`src/design/spa_pkg.sv`:
```
// Shared types and constants for the sweep point averager.
package spa_pkg;

    localparam int LANES      = 4;
    localparam int ACC_BITS   = 48;
    localparam int MEAN_BITS  = 32;
    localparam int CNT_BITS   = 16;
    localparam int DIV_STEPS  = MEAN_BITS;
    localparam int STEP_BITS  = $clog2(DIV_STEPS + 1);

    localparam logic [1:0] OP_SAMPLE = 2'd0;
    localparam logic [1:0] OP_START  = 2'd1;
    localparam logic [1:0] OP_CANCEL = 2'd2;

    localparam logic REG_AVERAGE_COUNT = 1'b0;
    localparam logic REG_POINT_COUNT   = 1'b1;

    localparam logic [CNT_BITS-1:0] RATE_MIN      = 16'd5;
    localparam logic [CNT_BITS-1:0] RATE_MAX      = 16'd50000;
    localparam logic [CNT_BITS-1:0] SIZE_MIN      = 16'd1;
    localparam logic [CNT_BITS-1:0] SIZE_MAX      = 16'd32768;
    localparam logic [CNT_BITS-1:0] RATE_RESET    = 16'd5;
    localparam logic [CNT_BITS-1:0] SIZE_RESET    = 16'd6000;

    typedef struct packed {
        logic [1:0]         opcode;
        logic signed [31:0] sample_a;
        logic signed [31:0] sample_b;
        logic signed [31:0] sample_c;
        logic signed [31:0] sample_d;
    } in_item_t;

    typedef struct packed {
        logic signed [31:0] mean_a;
        logic signed [31:0] mean_b;
        logic signed [31:0] mean_c;
        logic signed [31:0] mean_d;
        logic               final_point;
    } out_item_t;

    typedef struct packed {
        logic clr;
        logic add;
        logic go;
        logic take;
    } lane_ctl_t;

    typedef struct packed {
        logic busy;
        logic done;
    } lane_stat_t;

endpackage

```
`src/design/spa_lane.sv`:
```
// One averaging lane: 48-bit accumulator and a bit-serial divider by the rate.
module spa_lane
    import spa_pkg::*;
#(
    parameter int SAMPLE_BITS = 32
)
(
    input  logic                  clk,
    input  logic                  rst_n,
    input  lane_ctl_t             ctl,
    input  logic [31:0]           sample,
    input  logic [CNT_BITS-1:0]   rate,
    output lane_stat_t            stat,
    output logic [MEAN_BITS-1:0]  mean
);

    logic signed [ACC_BITS-1:0]  acc_reg;
    logic                        go_reg;
    logic [STEP_BITS-1:0]        step_reg;
    logic                        done_reg;
    logic                        neg_reg;
    logic [CNT_BITS-1:0]         rem_reg;
    logic [MEAN_BITS-1:0]        dq_reg;

    logic signed [SAMPLE_BITS-1:0] sample_low;
    logic signed [ACC_BITS-1:0]    sample_ext;
    logic [ACC_BITS-1:0]           mag;
    logic [CNT_BITS:0]             shifted;
    logic [CNT_BITS:0]             diff;
    logic                          ge;

    assign sample_low = $signed(sample[SAMPLE_BITS-1:0]);
    assign sample_ext = ACC_BITS'(sample_low);
    assign mag        = acc_reg[ACC_BITS-1] ? (-acc_reg) : acc_reg;
    assign shifted    = {rem_reg, dq_reg[MEAN_BITS-1]};
    assign diff       = shifted - {1'b0, rate};
    assign ge         = (shifted >= {1'b0, rate});

    always_ff @(posedge clk)
    begin
        if (ctl.clr)
        begin
            acc_reg <= '0;
        end
        else if (ctl.add)
        begin
            acc_reg <= acc_reg + sample_ext;
        end
    end

    // Remainder starts from the top bits; it is already below the rate
    // because the magnitude never exceeds rate times 2^31.
    always_ff @(posedge clk)
    begin
        if (go_reg)
        begin
            neg_reg <= acc_reg[ACC_BITS-1];
            rem_reg <= mag[ACC_BITS-1:MEAN_BITS];
            dq_reg  <= mag[MEAN_BITS-1:0];
        end
        else if (step_reg != '0)
        begin
            rem_reg <= ge ? diff[CNT_BITS-1:0] : shifted[CNT_BITS-1:0];
            dq_reg  <= {dq_reg[MEAN_BITS-2:0], ge};
        end
    end

    always_ff @(posedge clk or negedge rst_n)
    begin
        if (!rst_n)
        begin
            go_reg   <= 1'b0;
            step_reg <= '0;
            done_reg <= 1'b0;
        end
        else
        begin
            go_reg <= ctl.go;
            if (go_reg)
            begin
                step_reg <= STEP_BITS'(DIV_STEPS);
            end
            else if (step_reg != '0)
            begin
                step_reg <= step_reg - 1'b1;
            end
            if (step_reg == STEP_BITS'(1))
            begin
                done_reg <= 1'b1;
            end
            else if (ctl.take)
            begin
                done_reg <= 1'b0;
            end
        end
    end

    assign stat.busy = go_reg || (step_reg != '0);
    assign stat.done = done_reg;
    assign mean      = neg_reg ? (-dq_reg) : dq_reg;

endmodule

```
`src/design/spa_merge.sv`:
```
// Merging stage: gathers the four lane quotients into the output register.
module spa_merge
    import spa_pkg::*;
(
    input  logic                             clk,
    input  logic                             rst_n,
    input  logic                             lanes_done,
    input  logic [LANES-1:0][MEAN_BITS-1:0]  means,
    input  logic                             final_point,
    output logic                             take,
    output logic                             out_valid,
    input  logic                             out_ready,
    output out_item_t                        out_item
);

    logic      valid_reg;
    out_item_t item_reg;

    assign take = lanes_done && (!valid_reg || out_ready);

    always_ff @(posedge clk or negedge rst_n)
    begin
        if (!rst_n)
        begin
            valid_reg <= 1'b0;
        end
        else if (take)
        begin
            valid_reg <= 1'b1;
        end
        else if (out_ready)
        begin
            valid_reg <= 1'b0;
        end
    end

    always_ff @(posedge clk)
    begin
        if (take)
        begin
            item_reg.mean_a      <= means[0];
            item_reg.mean_b      <= means[1];
            item_reg.mean_c      <= means[2];
            item_reg.mean_d      <= means[3];
            item_reg.final_point <= final_point;
        end
    end

    assign out_valid = valid_reg;
    assign out_item  = item_reg;

endmodule

```
`src/design/sweep_point_averager_top.sv`:
```
// Sweep point averager: settling discard, four-lane boxcar sum, serial divide.
// Throughput: one item per cycle, except that after the last set of a point
// input stalls while the lane dividers run 32 steps (one per cycle) and until
// the merge stage takes the quotients into its output register.
// Reset: rst_n clears sweep, counters and handshake flags; the configuration
// registers return to 5 and 6000; the lane sums need no reset (start clears).
module sweep_point_averager_top
    import spa_pkg::*;
#(
    parameter int SETTLE_SETS = 5,
    parameter int SAMPLE_BITS = 32
)
(
    input  logic                  clk,
    input  logic                  rst_n,
    input  logic                  in_valid,
    output logic                  in_ready,
    input  in_item_t              in_item,
    output logic                  out_valid,
    input  logic                  out_ready,
    output out_item_t             out_item,
    input  logic                  cfg_we,
    input  logic                  cfg_index,
    input  logic [CNT_BITS-1:0]   cfg_data
);

    localparam logic [CNT_BITS-1:0] SETTLE = CNT_BITS'(SETTLE_SETS);

    logic [CNT_BITS-1:0] avg_count_reg;
    logic [CNT_BITS-1:0] pt_count_reg;
    logic [CNT_BITS-1:0] held_rate_reg;
    logic [CNT_BITS-1:0] held_size_reg;
    logic                active_reg;
    logic [CNT_BITS-1:0] phase_reg;
    logic [CNT_BITS-1:0] points_reg;
    logic                final_reg;

    logic                accept;
    logic [CNT_BITS-1:0] phase_inc;
    logic [CNT_BITS-1:0] points_inc;
    logic                is_sample;
    logic                point_end;
    lane_ctl_t           ctl;
    lane_stat_t          stat [LANES];
    logic [LANES-1:0][MEAN_BITS-1:0] means;
    logic [LANES-1:0][31:0]          samples;
    logic                take;

    assign accept     = in_valid && in_ready;
    assign in_ready   = !stat[0].busy && !stat[0].done;
    assign phase_inc  = phase_reg + 1'b1;
    assign points_inc = points_reg + 1'b1;
    assign is_sample  = accept && (in_item.opcode == OP_SAMPLE) && active_reg;
    assign point_end  = is_sample && (phase_inc >= SETTLE + held_rate_reg);

    assign ctl.clr  = (accept && (in_item.opcode == OP_START))
                      || (is_sample && (phase_reg < SETTLE));
    assign ctl.add  = is_sample && (phase_reg >= SETTLE);
    assign ctl.go   = point_end;
    assign ctl.take = take;

    assign samples[0] = in_item.sample_a;
    assign samples[1] = in_item.sample_b;
    assign samples[2] = in_item.sample_c;
    assign samples[3] = in_item.sample_d;

    always_ff @(posedge clk or negedge rst_n)
    begin
        if (!rst_n)
        begin
            avg_count_reg <= RATE_RESET;
            pt_count_reg  <= SIZE_RESET;
        end
        else if (cfg_we)
        begin
            case (cfg_index)
                REG_AVERAGE_COUNT: avg_count_reg <= cfg_data;
                REG_POINT_COUNT:   pt_count_reg  <= cfg_data;
                default:           avg_count_reg <= avg_count_reg;
            endcase
        end
    end

    always_ff @(posedge clk or negedge rst_n)
    begin
        if (!rst_n)
        begin
            held_rate_reg <= RATE_RESET;
            held_size_reg <= SIZE_RESET;
            active_reg    <= 1'b0;
            phase_reg     <= '0;
            points_reg    <= '0;
            final_reg     <= 1'b0;
        end
        else if (accept)
        begin
            case (in_item.opcode)
                OP_START:
                begin
                    // Clamp the configuration into range as the sweep opens.
                    if (avg_count_reg < RATE_MIN)
                        held_rate_reg <= RATE_MIN;
                    else if (avg_count_reg > RATE_MAX)
                        held_rate_reg <= RATE_MAX;
                    else
                        held_rate_reg <= avg_count_reg;
                    if (pt_count_reg < SIZE_MIN)
                        held_size_reg <= SIZE_MIN;
                    else if (pt_count_reg > SIZE_MAX)
                        held_size_reg <= SIZE_MAX;
                    else
                        held_size_reg <= pt_count_reg;
                    active_reg <= 1'b1;
                    phase_reg  <= '0;
                    points_reg <= '0;
                end
                OP_CANCEL:
                begin
                    active_reg <= 1'b0;
                end
                OP_SAMPLE:
                begin
                    if (point_end)
                    begin
                        phase_reg  <= '0;
                        points_reg <= points_inc;
                        final_reg  <= (points_inc >= held_size_reg);
                        if (points_inc >= held_size_reg)
                            active_reg <= 1'b0;
                    end
                    else if (active_reg)
                    begin
                        phase_reg <= phase_inc;
                    end
                end
                default:
                begin
                    active_reg <= active_reg;
                end
            endcase
        end
    end

    for (genvar g = 0; g < LANES; g++)
    begin : g_lane
        spa_lane #(
            .SAMPLE_BITS (SAMPLE_BITS)
        ) u_lane (
            .clk    (clk),
            .rst_n  (rst_n),
            .ctl    (ctl),
            .sample (samples[g]),
            .rate   (held_rate_reg),
            .stat   (stat[g]),
            .mean   (means[g])
        );
    end

    spa_merge u_merge (
        .clk         (clk),
        .rst_n       (rst_n),
        .lanes_done  (stat[0].done && stat[1].done && stat[2].done && stat[3].done),
        .means       (means),
        .final_point (final_reg),
        .take        (take),
        .out_valid   (out_valid),
        .out_ready   (out_ready),
        .out_item    (out_item)
    );

endmodule

```
`config.mk`:
```
export PLATFORM = sky130hd
export DESIGN_NAME = sweep_point_averager_top
export DESIGN_NICKNAME = d
export VERILOG_FILES = /design/src/design/spa_pkg.sv /design/src/design/spa_lane.sv /design/src/design/spa_merge.sv /design/src/design/sweep_point_averager_top.sv
export SDC_FILE = /design/constraint.sdc
export NUM_CORES = 2
export LEC_CHECK = 0
export BUFFER_PORTS_ARGS = -buffer_cell sky130_fd_sc_hd__buf_2
export CAP_MARGIN = 15
export CORE_MARGIN = 1
export CORE_UTILIZATION = 45
export DETAILED_ROUTE_END_ITERATION = 6
export GPL_ROUTABILITY_DRIVEN = 0
export SLEW_MARGIN = 20
export SYNTH_ARGS = -nofsm -noshare
export SYNTH_HDL_FRONTEND = slang
export SYNTH_SLANG_ARGS = --single-unit
```
`constraint.sdc`:
```
create_clock -name clk -period 4.3 [get_ports clk]
set_input_delay 0.43 -clock clk [delete_from_list [all_inputs] [get_ports clk]]
set_output_delay 0.43 -clock clk [all_outputs]
set_load 0.01 [all_outputs]
```
==> results.md <==
- The synthesized netlist contains 81 unique library cells.
- The area growth from synthesis to layout is 12.3%.
- Port buffering added 282 buffers.
- The hold violation count in the final report is 0.
- The complex-gate fraction of the synthesized area is 21.4%.
- In this run the most critical hold path is launched from cfg_data[15].
- The number of synthesized flops with an enable pin is 325.
- The worst register-to-register path begins at g_lane[1].u_lane.acc_reg[7]$_SDFFE_PP0P_.
- The first global-routing pass estimated 193000 µm of wire.
- The mapped netlist covers 0.0449 mm².
- Clock latency on the worst-skew pair, taken at its later pin, is 0.66 ns.
- Entering global routing, the biggest net connects 100 pins.
- Setup repair after global routing left no endpoint under its margin.
- Headroom to the max-slew limit came out at 24.9%.
- The worst-case setup slack after placement is 0.136 ns.
- After clock tree synthesis, the clock-pin slew on the worst setup and hold paths is 0.06 ns.
- The flow ran to the end, and the final reports show no timing, DRC or antenna violations.
- During synthesis, Yosys emitted a total of 0 warnings.
- After synthesis, the share of cell area in mux cells is 1.51%.
- STA classifies the critical path startpoint as a register.
- The number of optimization iterations in the first detailed-route pass is 6.
- The overall via count from detail_route is 37800.
- For this block, the routed nets add up to 121000 µm of wire.
- The worst setup path is captured at a register.
- The region available for standard cell placement spans 0.0986 mm².
- The number of flip-flops under the largest register name is 192.
- The final clock period utilization by the worst path is 97.0%.
- The highest clock rate is 0.240 GHz.
- The level count of the clock H-tree is 3.
- The final critical delay including setup and external delays is 4.17 ns.
- For the worst setup path, the data required time is 4.65 ns.
- The post-synthesis xor/xnor area fraction is 10.8%.
- The die extent in x is 318 µm.
- The via count of the first global-routing pass came to 35800.
- At the pin with the least slew margin, the transition time is 1.13 ns.
- In this run the static leakage power is 0.0215 µW.
- The post-detailed-route count of antenna-violating nets is 0.
- The number of max-slew violations in the final report is 0.
- The predominant post-synthesis flop cell is sky130_fd_sc_hd__edfxtp_1.
- The synthesized design contains 645 register bits.
- The effective utilization at floorplan is 45.5%.
- The number of sinks driven by the clock tree is 645.
- The post-synthesis adder-cell area fraction is 8.86%.
- The critical-path maximum fanout is 6.
- The fraction of synthesis flops using an asynchronous set or reset pin is 19.8%.
- In the final timing run, aggregate negative setup slack is 0 ns.
- The cell count after placement is 6473.
- TritonCTS built the clock tree.
- The setup slack of the worst register-to-register path is 0.13 ns.
- In the synthesized netlist, the number of instances is 5063.
- The initial antenna violation count came to 4.
- The type of the most critical hold path is primary input to register.
- The worst setup path is of the register to register kind.
- The post-CTS setup repair buffer count is 0.
- The floorplan has 115 rows.
- The post-synthesis simple-gate area fraction is 16.7%.
- Global routing used 23.4% of the available tracks.
- The wire-length estimate of the detail-placed layout is 88100 µm.
- Across the run, the number of max-cap violations was 0.
- The data arrival time of the critical path is 4.52 ns.
- Cells fill 51.1% of the core in the end.
- After synthesis, the largest family of logic cells by area is compound AO/OA/AOI/OAI gates.
- The total die area is 0.101 mm².
- Excluding fillers, the count of instances in the completed layout stands at 6624.
- The worst hold path terminates at pt_count_reg[15]$_DFFE_PN0P_.
- The clock passes through at most 3 buffers.
- The worst-case IR drop observed on VDD is 333 µV.
- Sequential elements use 37.5% of the synthesized area.
- The via-per-instance ratio is 5.71.
- For this run, design rule violations remaining after detail routing come to 0.
- Cells with a size suffix above 1 make up 11.3% of the layout.
- The power density normalized to cell area is 557 mW/mm².
- The violation count after the first detailed-routing iteration is 2546.
- The worst register-to-register path has a depth of 10.
- The endpoint identified for the worst register-to-register timing path is g_lane[1].u_lane.rem_reg[14]$_DFFE_PP_.
- In the post-route analysis, the smallest setup slack over all paths is 0.130 ns.
- The worst clock skew is 0.0298 ns.
- A synthesized cell averages 8.86 µm².
- In the final routed layout, each cell accounts on average for 18.3 µm.
- Measured along the y axis, the die boundary spans 318 µm.
- Summed over all layers, the global routing overflow is 0.
- The worst hold path depth is 2.
- Setup violations remaining at the end of the flow were counted as 0.
- Counting every net in the synthesized netlist gives 5528.
- The cell at the root of the clock tree is sky130_fd_sc_hd__clkbuf_16.
- The number of I/O pins is 283.
- After the last flow step, the layout net total stands at 5733.
- TritonCTS created 79 clock buffers.
layer usage:
metal	vias up	share of wire, %	track usage, %
li1	19000	-	-
met1	17800	47	32.1
met2	837	46	38.0
met3	173	4.8	3.22
met4	4	2.6	7.63
met5	-	0.021	0
final cells by class:
cell class	count	area (µm²)
fillers	9306	48200
multi-input cells	4033	26700
flip-flops and latches	645	16800
clock buffers	108	2210
repair buffers	357	2050
well taps	1287	1610
inverters	152	576
clock inverters	39	417
diodes	3	7.51
synth_stat cells (all sizes together) (17+ instances only):
master    n  area, µm²
o21ai   339       1700
mux2i    24        240
dfxtp   192       3840
xor2    252       2210
xnor2   302       2650
clkbuf  214        803
a21boi   20        150
inv     152        571
a22o     25        219
dfrtp   110       2750
a211oi   73        548
o21bai   39        293
a31oi    35        219
o21a     32        240
nand2b   55        352
nor3    100        500
mux2     39        439
a211o    17        149
or3      61        392
ha      305       3820
dfstp    18        473
nor3b    26        195
a21oi   510       2550
nand2   584       2190
o41ai    41        374
or4      68        544
nor4     28        188
a21o    174       1310
nand3   105        526
nor2    345       1290
nor2b    44        275
o31ai   107        817
nand4    70        438
buf      19       71.3
and3     28        175
or2      18        113
edfxtp  325       9760
how the worst max path moves through the flow:
stage,startpoint,to,slack (ns)
after floorplan,g_lane[0].u_lane.step_reg[2]$_DFFE_PN0P_,g_lane[2].u_lane.acc_reg[46]$_SDFFE_PP0P_,0.34
after global placement,g_lane[1].u_lane.acc_reg[7]$_SDFFE_PP0P_,g_lane[1].u_lane.rem_reg[14]$_DFFE_PP_,0.20
after detailed placement,g_lane[1].u_lane.acc_reg[7]$_SDFFE_PP0P_,g_lane[1].u_lane.rem_reg[14]$_DFFE_PP_,0.14
after CTS,g_lane[1].u_lane.acc_reg[7]$_SDFFE_PP0P_,g_lane[1].u_lane.rem_reg[14]$_DFFE_PP_,0.11
after global routing,g_lane[1].u_lane.acc_reg[7]$_SDFFE_PP0P_,g_lane[1].u_lane.rem_reg[14]$_DFFE_PP_,0.02
final,g_lane[1].u_lane.acc_reg[7]$_SDFFE_PP0P_,g_lane[1].u_lane.rem_reg[14]$_DFFE_PP_,0.13
repair_timing:
item | 4_1_cts | 5_1_grt
hold buffers | 1 | 0
setup endpoints to repair | 0 | 5
hold endpoints to repair | 46 | 0
resized for setup | 0 | 5
per-stage QoR:
step / hold slack [ns] / instance area [µm²] / total power [µW]
after CTS: 0.0121 / 50400 / 28200
final: 0.0506 / 50400 / 28000
after global routing: 0.0315 / 50400 / 30000
after global placement: 0.439 / 47700 / 21100
after detailed placement: 0.441 / 47700 / 21200
after floorplan: 0.134 / 44900 / 18100
worst max-delay path: stages (launching register included):
cell and delay [ns]:
sky130_fd_sc_hd__dfxtp_1 0.36, sky130_fd_sc_hd__or4_4 0.54, sky130_fd_sc_hd__or3_4 0.37, sky130_fd_sc_hd__nand2b_4 0.15, sky130_fd_sc_hd__or3_4 0.38, sky130_fd_sc_hd__or4_4 0.54
sky130_fd_sc_hd__or4_4 0.53, sky130_fd_sc_hd__or4_4 0.54, sky130_fd_sc_hd__o21ai_2 0.15, sky130_fd_sc_hd__xor2_1 0.19, sky130_fd_sc_hd__a22oi_1 0.11
power by group:
| group | internal [µW] | switching [µW] | total (µW) |
|---|---|---|---|
| clock | 3990 | 2830 | 6820 |
| combinational | 4660 | 6150 | 10800 |
| sequential | 8960 | 1460 | 10400 |
| total | 17600 | 10400 | 28000 |
logic make-up after synthesis:
kind of cell | Yosys count
compound gates | 1534
xor+xnor | 554
fa+ha+maj | 313
buf+inv | 385
flops | 645
mux | 63
simple gates | 1569
cells in the final DEF (no fill, tap or decap), types with 20 or more instances in the layout:
cell / Yosys / layout
sky130_fd_sc_hd__nand2_1: 584 / 582
sky130_fd_sc_hd__a21oi_1: 510 / 508
sky130_fd_sc_hd__nor2_1: 345 / 345
sky130_fd_sc_hd__o21ai_0: 330 / 330
sky130_fd_sc_hd__edfxtp_1: 325 / 325
sky130_fd_sc_hd__ha_1: 305 / 305
sky130_fd_sc_hd__xnor2_1: 302 / 302
sky130_fd_sc_hd__buf_2: 0 / 281
sky130_fd_sc_hd__xor2_1: 252 / 252
sky130_fd_sc_hd__dfxtp_1: 192 / 191
sky130_fd_sc_hd__a21o_1: 174 / 174
sky130_fd_sc_hd__inv_1: 152 / 150
sky130_fd_sc_hd__dfrtp_1: 110 / 108
sky130_fd_sc_hd__o31ai_1: 106 / 105
sky130_fd_sc_hd__nand3_1: 105 / 100
sky130_fd_sc_hd__nor3_1: 100 / 100
sky130_fd_sc_hd__clkbuf_16: 0 / 80
sky130_fd_sc_hd__a211oi_1: 73 / 73
sky130_fd_sc_hd__nand4_1: 70 / 70
sky130_fd_sc_hd__buf_4: 0 / 69
sky130_fd_sc_hd__or4_1: 59 / 59
sky130_fd_sc_hd__or3_1: 59 / 59
sky130_fd_sc_hd__nand2b_1: 54 / 54
sky130_fd_sc_hd__nor2b_1: 44 / 44
sky130_fd_sc_hd__o41ai_1: 39 / 39
sky130_fd_sc_hd__o21bai_1: 39 / 39
sky130_fd_sc_hd__mux2_2: 39 / 39
sky130_fd_sc_hd__a31oi_1: 35 / 34
sky130_fd_sc_hd__o21a_1: 32 / 32
sky130_fd_sc_hd__and3_1: 28 / 28
sky130_fd_sc_hd__nor4_1: 26 / 26
sky130_fd_sc_hd__nor3b_1: 26 / 26
sky130_fd_sc_hd__a22o_1: 25 / 25
sky130_fd_sc_hd__mux2i_1: 24 / 24
sky130_fd_sc_hd__a21boi_0: 20 / 20
Power figures use the tool's default switching activity.
